[config.mk]
export PLATFORM = sky130hd
export DESIGN_NAME = text_encoding_sniffer
export DESIGN_NICKNAME = d
export VERILOG_FILES = /design/src/rtl/tes_pkg.sv /design/src/rtl/text_encoding_sniffer.sv
export VERILOG_INCLUDE_DIRS = /design/src /design/src/rtl
export SDC_FILE = /design/constraint.sdc
export NUM_CORES = 1
export LEC_CHECK = 0
export BUFFER_PORTS_ARGS = -buffer_cell sky130_fd_sc_hd__buf_2
export CORE_ASPECT_RATIO = 0.7
export CORE_UTILIZATION = 55
export CTS_CLUSTER_DIAMETER = 60
export DETAILED_ROUTE_END_ITERATION = 8
export GPL_TIMING_DRIVEN = 1
export PLACE_DENSITY = 0.86
export RECOVER_POWER = 50
export SYNTH_ARGS = -nofsm -noshare
export SYNTH_HDL_FRONTEND = slang
export SYNTH_SLANG_ARGS = --single-unit
[constraint.sdc]
create_clock -name clock -period 4.6 [get_ports clock]
set_input_delay 0.23 -clock clock [delete_from_list [all_inputs] [get_ports clock]]
set_output_delay 0.23 -clock clock [all_outputs]
set_load 0.05 [all_outputs]
[src/rtl/assert_macros.svh]
// Assertion macros included by the RTL sniffer.
`ifndef ASSERT_MACROS_SVH
`define ASSERT_MACROS_SVH

// Same-cycle implication, disabled while in reset.
`define ASSERT_IMPL(label, clk, rst, ante, cons) \
   label: assert property (@(posedge clk) disable iff (rst) (ante) |-> (cons)) \
      else $error("same-cycle check failed");

// Next-cycle implication, disabled while in reset.
`define ASSERT_NEXT(label, clk, rst, ante, cons) \
   label: assert property (@(posedge clk) disable iff (rst) (ante) |=> (cons)) \
      else $error("next-cycle check failed");

`endif

[src/rtl/tes_pkg.sv]
// Package for the text encoding sniffer: beat types, encoding codes, mark bytes.
`default_nettype none

package tes_pkg;

   localparam int DEFAULT_COUNT_BITS = 32;
   localparam int OUT_COUNT_BITS     = 32;

   // Encoding verdict codes
   localparam logic [2:0] ENC_NONE    = 3'd0;
   localparam logic [2:0] ENC_UTF8    = 3'd1;
   localparam logic [2:0] ENC_UTF7    = 3'd2;
   localparam logic [2:0] ENC_UTF16LE = 3'd3;
   localparam logic [2:0] ENC_UTF16BE = 3'd4;

   // Byte order mark bytes
   localparam logic [7:0] BOM8_0   = 8'hEF;
   localparam logic [7:0] BOM8_1   = 8'hBB;
   localparam logic [7:0] BOM8_2   = 8'hBF;
   localparam logic [7:0] BOM7_0   = 8'h2B;
   localparam logic [7:0] BOM7_1   = 8'h2F;
   localparam logic [7:0] BOM7_2   = 8'h76;
   localparam logic [7:0] BOM7_3A  = 8'h38;
   localparam logic [7:0] BOM7_3B  = 8'h39;
   localparam logic [7:0] BOM7_3C  = 8'h2B;
   localparam logic [7:0] BOM7_3D  = 8'h2F;
   localparam logic [7:0] BOM16_FF = 8'hFF;
   localparam logic [7:0] BOM16_FE = 8'hFE;

   // Lead byte limits
   localparam logic [7:0] LEAD_OVERLONG_HI = 8'hC1;
   localparam logic [7:0] LEAD_RANGE_LIMIT = 8'hF5;

   typedef struct packed {
      logic [7:0] byte_value;
      logic       last_byte;
   } req_type;

   typedef struct packed {
      logic [2:0]                encoding;
      logic                      from_mark;
      logic                      utf8_valid;
      logic [OUT_COUNT_BITS-1:0] nonascii_total;
      logic [OUT_COUNT_BITS-1:0] odd_nul_total;
      logic [OUT_COUNT_BITS-1:0] even_nul_total;
   } rsp_type;

endpackage

`default_nettype wire

[src/rtl/text_encoding_sniffer.sv]
// Text encoding sniffer: byte order mark check, NUL counts and UTF-8 validation.
//
// Usage:
//   The req channel carries one byte of a text buffer per beat, with last_byte
//   marking the final byte. A beat is taken at a rising clock edge where
//   req_valid is high and req_stall is low. Beats without last_byte give no
//   result; the beat with last_byte gives exactly one verdict on rsp_data.
//   The verdict is registered: it is valid on rsp the cycle after its last byte is taken.
//   Throughput: one byte per cycle while req_stall is low, set by the single
//   pass of compare and counter-increment logic between the state registers
//   and the result register.
//   The result register holds its beat while rsp_stall is high; req_stall rises
//   for every byte while that register is full and stalled, so the input waits
//   until the pending verdict leaves. With rsp_stall low the slot reloads in the
//   same cycle its old verdict is taken, so buffers stream without a gap.
//   Reset (synchronous, active high) clears the buffer state and empties the
//   result register. The buffer state clears itself after every last byte.
//   Counters saturate at 2^COUNT_BITS - 1; the result carries their low 32 bits.
`default_nettype none

module text_encoding_sniffer #(
   parameter int COUNT_BITS = tes_pkg::DEFAULT_COUNT_BITS
) (
   input  wire logic             clock,
   input  wire logic             reset,
   input  wire logic             req_valid,
   output      logic             req_stall,
   input  wire tes_pkg::req_type req_data,
   output      logic             rsp_valid,
   input  wire logic             rsp_stall,
   output      tes_pkg::rsp_type rsp_data
);
   import tes_pkg::*;

   `include "assert_macros.svh"

   localparam int WIDE_BITS = (COUNT_BITS > OUT_COUNT_BITS) ? COUNT_BITS : OUT_COUNT_BITS;

   typedef logic [COUNT_BITS-1:0] count_type;

   function automatic count_type sat_inc(input count_type v);
      sat_inc = (v == {COUNT_BITS{1'b1}}) ? v : v + COUNT_BITS'(1);
   endfunction

   function automatic logic [OUT_COUNT_BITS-1:0] to_out(input count_type v);
      logic [WIDE_BITS-1:0] wide;
      wide   = WIDE_BITS'(v);
      to_out = wide[OUT_COUNT_BITS-1:0];
   endfunction

   // Buffer state
   logic [7:0] head_ff [4];
   logic [7:0] head_in [4];
   logic [2:0] seen_ff, seen_in;
   logic       parity_ff, parity_in;
   logic [1:0] tails_ff, tails_in;
   logic       valid_ff, valid_in;
   count_type  nonascii_ff, nonascii_in;
   count_type  odd_nul_ff, odd_nul_in;
   count_type  even_nul_ff, even_nul_in;

   // Result register
   logic    rsp_valid_ff, rsp_valid_in;
   rsp_type rsp_ff, rsp_in;

   logic       req_accept;
   logic       load;
   logic [7:0] b;
   logic       final_valid;
   logic       is_utf7_fourth;

   // Stall input only when the result slot is occupied and held.
   assign req_stall  = rsp_valid_ff & rsp_stall;
   assign req_accept = req_valid & ~req_stall;
   assign load       = req_accept & req_data.last_byte;
   assign b          = req_data.byte_value;

   // Per-byte step: validation, NUL and non-ASCII counting
   always_comb begin
      tails_in    = tails_ff;
      valid_in    = valid_ff;
      nonascii_in = nonascii_ff;
      odd_nul_in  = odd_nul_ff;
      even_nul_in = even_nul_ff;
      priority if (tails_ff != 2'd0) begin
         // Tail candidate: count, then advance or break the sequence.
         if (b[7]) begin
            nonascii_in = sat_inc(nonascii_ff);
         end
         if (b[7:6] == 2'b10) begin
            tails_in = tails_ff - 2'd1;
         end else begin
            valid_in = 1'b0;
            tails_in = 2'd0;
         end
      end else if (b == 8'h00) begin
         if (parity_ff) begin
            odd_nul_in = sat_inc(odd_nul_ff);
         end else begin
            even_nul_in = sat_inc(even_nul_ff);
         end
      end else if (b[7]) begin
         nonascii_in = sat_inc(nonascii_ff);
         if (valid_ff) begin
            if (b[6]) begin
               // Lead byte: pick the tail count from the prefix.
               priority if (!b[5]) begin
                  tails_in = 2'd1;
                  if (b <= LEAD_OVERLONG_HI) begin
                     valid_in = 1'b0;
                  end
               end else if (!b[4]) begin
                  tails_in = 2'd2;
               end else if (!b[3]) begin
                  tails_in = 2'd3;
                  if (b >= LEAD_RANGE_LIMIT) begin
                     valid_in = 1'b0;
                  end
               end else begin
                  valid_in = 1'b0;
               end
            end else begin
               // Stray tail byte
               valid_in = 1'b0;
            end
         end
      end else begin
         // Plain ASCII: nothing to count
      end
   end

   // Keep the first four bytes for the mark check.
   always_comb begin
      for (int i = 0; i < 4; i++) begin
         head_in[i] = head_ff[i];
      end
      seen_in = seen_ff;
      if (seen_ff < 3'd4) begin
         head_in[seen_ff[1:0]] = b;
         seen_in               = seen_ff + 3'd1;
      end
      parity_in = ~parity_ff;
   end

   // Verdict for the beat carrying the last byte
   always_comb begin
      final_valid    = valid_in & (tails_in == 2'd0);
      is_utf7_fourth = (head_in[3] == BOM7_3A) || (head_in[3] == BOM7_3B) ||
                       (head_in[3] == BOM7_3C) || (head_in[3] == BOM7_3D);
      rsp_in                = '0;
      rsp_in.from_mark      = 1'b1;
      priority if (seen_in >= 3'd3 && head_in[0] == BOM8_0 && head_in[1] == BOM8_1 &&
                   head_in[2] == BOM8_2) begin
         rsp_in.encoding = ENC_UTF8;
      end else if (seen_in >= 3'd4 && head_in[0] == BOM7_0 && head_in[1] == BOM7_1 &&
                   head_in[2] == BOM7_2 && is_utf7_fourth) begin
         rsp_in.encoding = ENC_UTF7;
      end else if (seen_in >= 3'd2 && head_in[0] == BOM16_FF && head_in[1] == BOM16_FE) begin
         rsp_in.encoding = ENC_UTF16LE;
      end else if (seen_in >= 3'd2 && head_in[0] == BOM16_FE && head_in[1] == BOM16_FF) begin
         rsp_in.encoding = ENC_UTF16BE;
      end else begin
         // No mark: decide from the statistics and report them.
         rsp_in.from_mark      = 1'b0;
         rsp_in.utf8_valid     = final_valid;
         rsp_in.nonascii_total = to_out(nonascii_in);
         rsp_in.odd_nul_total  = to_out(odd_nul_in);
         rsp_in.even_nul_total = to_out(even_nul_in);
         priority if (odd_nul_in != '0 || even_nul_in != '0) begin
            rsp_in.encoding = ENC_UTF16LE;
         end else if (nonascii_in != '0 && final_valid) begin
            rsp_in.encoding = ENC_UTF8;
         end else begin
            rsp_in.encoding = ENC_NONE;
         end
      end
   end

   // Advance buffer state; clear it after each last byte.
   always_ff @(posedge clock) begin
      if (reset || load) begin
         for (int i = 0; i < 4; i++) begin
            head_ff[i] <= 8'h00;
         end
         seen_ff     <= 3'd0;
         parity_ff   <= 1'b0;
         tails_ff    <= 2'd0;
         valid_ff    <= 1'b1;
         nonascii_ff <= '0;
         odd_nul_ff  <= '0;
         even_nul_ff <= '0;
      end else if (req_accept) begin
         for (int i = 0; i < 4; i++) begin
            head_ff[i] <= head_in[i];
         end
         seen_ff     <= seen_in;
         parity_ff   <= parity_in;
         tails_ff    <= tails_in;
         valid_ff    <= valid_in;
         nonascii_ff <= nonascii_in;
         odd_nul_ff  <= odd_nul_in;
         even_nul_ff <= even_nul_in;
      end
   end

   // Result slot: fill on a last byte, hold while stalled, drop once taken.
   assign rsp_valid_in = load | (rsp_valid_ff & rsp_stall);

   always_ff @(posedge clock) begin
      if (reset) begin
         rsp_valid_ff <= 1'b0;
      end else begin
         rsp_valid_ff <= rsp_valid_in;
      end
   end

   always_ff @(posedge clock) begin
      if (load) begin
         rsp_ff <= rsp_in;
      end
   end

   assign rsp_valid = rsp_valid_ff;
   assign rsp_data  = rsp_ff;

   // Checks
   `ASSERT_IMPL(a_stall_only_when_full, clock, reset, req_stall, rsp_valid_ff)
   `ASSERT_IMPL(a_mark_zero_stats, clock, reset, rsp_valid_ff && rsp_ff.from_mark,
                !rsp_ff.utf8_valid && rsp_ff.nonascii_total == '0 &&
                rsp_ff.odd_nul_total == '0 && rsp_ff.even_nul_total == '0)
   `ASSERT_IMPL(a_encoding_range, clock, reset, rsp_valid_ff, rsp_ff.encoding <= ENC_UTF16BE)
   `ASSERT_NEXT(a_clear_after_last, clock, reset, load,
                seen_ff == 3'd0 && !parity_ff && tails_ff == 2'd0 && valid_ff && rsp_valid_ff)

endmodule

`default_nettype wire

==> impl_results.md <==
* Crit path cell chain: inv_1, ha_1, or4b_1, nor4_1, o41a_1, nand2_1, xor2_1, o21ai_0, nor4b_1, nand4_1, nor3_2, o311ai_1
* Antenna violations before repair at 0
* Category of the worst setup path capture point: flop
* GPL Wtd Cong at 0.922
* Total core area at between 20,000 and 25,000 um2
* Data arrival at the endpoint of the critical path at 4.55 ns
* Count of distinct cell types in the synthesized netlist at 79
* Placed wire-length estimate after detailed placement at 24,000 um
* Clock latency on the worst-skew pair at approximately 0.55 ns
* Wire length after detailed routing at 34,600 um
* Startpoint Class: flop
* Die boundary width at 185 um
* Unrepaired setup endpoints after global routing: no
* Standby leakage power at 4.88 nW
* Internal at between 3 and 4 mW
* Register bit count reported by yosys at 237
* H-tree Lvls at 1
* Clock tree root buffer cell: sky130_fd_sc_hd__clkbuf_16
* Pwr dens at around 330 nW/um2
* Max VDD drop at 0.000283 V
* Worst hold slack at approximately 0.039 ns
* Sw Pwr at between 1 and 1.5 mW
* Vias after detailed routing at ~11,000
* Clock sink total at 237
* Endpoints failing hold at 0
* Average cell area after synthesis at about 8.8 um2
* Violated checks: capacitance limit, slew limit
* Maximum number of buffers from clock root to sink at 3
* Met2 wire length at 14,100 um
* # nets final at ~1,500
* Cell type of the slowest stage on the worst timing path: sky130_fd_sc_hd__or4b_1
* Dominant register cell in the synthesized netlist: sky130_fd_sc_hd__edfxtp_1
* Overall track demand over capacity in global routing at 28.7%
* Area grow syn2layout at 10.6%
* DIE HEIGHT at 130 um
* Average detailed-routed wire length per instance at 18.8 um
* Standard cell area after detailed placement at 13,600 um2
* YS warnings at 0
* Sequential-to-total area share from yosys stat at a little under half
* Wire length on met1 at 16,100 um
* Share of total power consumed by net switching at 24.8%
* Vias per std cell at between 6 and 7
* Via count of the first global-routing pass at 10,200
* Die Outline Area at 24,100 um2
* Clock-pin transition on the worst setup and hold timing paths at 0.06 ns
* Period utilisation layout at ~93%
* Residual antenna-violating net count after detailed routing at 0
* Number of core rows at 46
* Largest net degree at the start of global routing at 62
* DR pass1 iterations at 7
* Number of buffers added on ports at 115
* Worst setup path class: flop to flop
* Slew HR at -88.1%
* Final antenna diode count at 0
* Max Cap Violations at 3
* Mapped Cells at 1,467
* Synth Cell Area at around 13,000 um2
* TritonCTS clock tree: yes
* Hold Path Class: input pin to flop
* Number of enable flip-flop cells after synthesis at 133
* Result of the run: finished, violations left
* Highest net fanout along the worst path at 11
* Area of all placed cells without fillers at 14,300 um2
* Max-slew violations at around 160
* Clock Skew at 0.0198 ns
* Final total power at ~4.8 mW
* Grt ovf at 0
* Clk pwr share at 43.5%
* TritonCTS buffer count at 25
* Seq pwr share at 48.8%
* Achievable Freq at ~230 MHz
* Clock period minus worst slack at 4.29 ns
* Share of async-settable or async-resettable flops after synthesis at 0%
* Number of top-level pins at 116
* Req. time, crit path at 4.86 ns
* Total Neg Setup Slack at 0 ns
* Proportion of layout cells with a drive suffix above 1 at under 10%
* Part of the total power dissipated in combinational logic at 7.8%
* Post-synth net total at 1,488
* PostCTS Resize Cnt at 0
* Remaining DRCs at 0
* Highest metal used: met4
* Endpoints failing setup at 0
* Global-route wire length before repair at 54,700 um
* Starting utilization of the core area at 56.6%
* Number of design-rule violations left by the first detailed-router iteration at about 1,500
* Sum of met3 wire segment lengths after detailed routing at 3610 um
* Critical Path Max Stage Delay at around 0.64 ns
* Slew of the pin with the lowest slew margin at 2.82 ns
==> routing by layer <==
metal  global-route usage [%]  up-vias
met3                     6.53       72
met2                     40.6      575
met1                     43.7     5359
met5                        0        -
met4                     7.68        0
li1                         -     5329
==> sequential cells by signal, summed over array words and instances, names as in the netlist, 2 cells and up <==
register and count:
rsp_data 101, seen_ff 3, nonascii_ff 32, tails_ff 2, head_ff 32, even_nul_ff 32
odd_nul_ff 32
==> logic make-up (layout without fill, tap and decap cells) <==
group,after synthesis,after routing,share of synthesized area [%]
AND/OR/NAND/NOR,686,686,26.5
AO/OA/AOI/OAI,275,275,12.7
flip-flops,237,237,47.0
buffers and inverters,138,202,4.41
XOR/XNOR,102,102,6.97
multiplexers,21,21,1.64
adder cells (fa/ha/maj),8,8,0.775
==> cell usage after synthesis, types with 36 or more instances <==
| master | instances | area (um2) |
|---|---|---|
| sky130_fd_sc_hd__nand2_1 | 251 | 942 |
| sky130_fd_sc_hd__nor2_1 | 147 | 552 |
| sky130_fd_sc_hd__o21ai_0 | 135 | 676 |
| sky130_fd_sc_hd__edfxtp_1 | 133 | 3990 |
| sky130_fd_sc_hd__dfxtp_1 | 104 | 2080 |
| sky130_fd_sc_hd__clkbuf_1 | 89 | 334 |
| sky130_fd_sc_hd__xnor2_1 | 65 | 569 |
| sky130_fd_sc_hd__a21oi_1 | 52 | 260 |
| sky130_fd_sc_hd__nand3_1 | 49 | 245 |
| sky130_fd_sc_hd__nor3_1 | 45 | 225 |
| sky130_fd_sc_hd__nand4_1 | 40 | 250 |
| sky130_fd_sc_hd__xor2_1 | 36 | 315 |
==> path summary, 6_finish.rpt <==
check | from | end | slack, ns | cells after the start
hold reg to reg | odd_nul_ff[6] | odd_nul_ff[6] | 0.52 | 2
setup reg to reg | tails_ff[0] | rsp_data[99] | 0.31 | 12
hold / removal | rsp_stall | rsp_valid | 0.04 | 3
setup / recovery | tails_ff[0] | rsp_data[99] | 0.31 | 12
==> through the flow <==
step,utilization (%),instances,setup WS (ns)
floorplan,-,1467,1.13
global placement,59.5,1798,0.526
detailed placement,59.5,1798,0.377
CTS,63.2,1843,0.380
global route,62.5,1843,0.0290
finish,62.5,1843,0.312
==> final cells by class <==
class                   count  area (um2)
fillers                  1989        8560
multi-input cells        1092        6290
flip-flops and latches    237        6080
clock buffers              34         689
repair buffers            139         632
well taps                 312         390
clock inverters            10         140
inverters                  19        73.8
==> placed cells by master, fill, tap and decap left out, types with 19 or more instances in the layout <==
cell                        synthesis  layout
sky130_fd_sc_hd__buf_4              3      19
sky130_fd_sc_hd__xor2_1            36      36
sky130_fd_sc_hd__o31ai_1           30      30
sky130_fd_sc_hd__xnor2_1           65      65
sky130_fd_sc_hd__nor4_1            19      19
sky130_fd_sc_hd__dfxtp_1          104     104
sky130_fd_sc_hd__clkbuf_16          0      25
sky130_fd_sc_hd__nand2_1          251     250
sky130_fd_sc_hd__nor3_1            45      44
sky130_fd_sc_hd__mux2i_1           20      20
sky130_fd_sc_hd__nand3_1           49      49
sky130_fd_sc_hd__clkbuf_1          89     111
sky130_fd_sc_hd__and4_1            19      19
sky130_fd_sc_hd__nand4_1           40      40
sky130_fd_sc_hd__a21oi_1           52      52
sky130_fd_sc_hd__nor2_1           147     147
sky130_fd_sc_hd__and3_1            32      32
sky130_fd_sc_hd__edfxtp_1         133     133
sky130_fd_sc_hd__o21ai_0          135     135
==> repair_timing <==
item                                   in CTS  in global routing
endpoints found under the hold margin       4                  0
buffers inserted                            0                  0
hold buffers                                1                  0
==> power by group through the flow <==
stage | Combinational (mW) | Clock (mW) | Sequential [mW]
3_3_place_gp | 0.373 | 0 | 2.36
5_1_grt | 0.395 | 2.17 | 2.33
3_5_place_dp | 0.379 | 0 | 2.36
4_1_cts | 0.380 | 2.09 | 2.32
6_report | 0.370 | 2.07 | 2.32
2_1_floorplan | 0.142 | 0 | 2.50
==> worst max-delay path, delay by kind of cell (launching register included) <==
kind                       cells  cell delay, ns
buffers and inverters          1            0.08
DFF                            1            0.33
adders and majority gates      1            0.25
and+or+nand+nor                6            2.20
AOI/OAI and AO/OA              3            0.93
xor gates and xnor gates       1            0.22
Power figures use the tool's default switching activity.
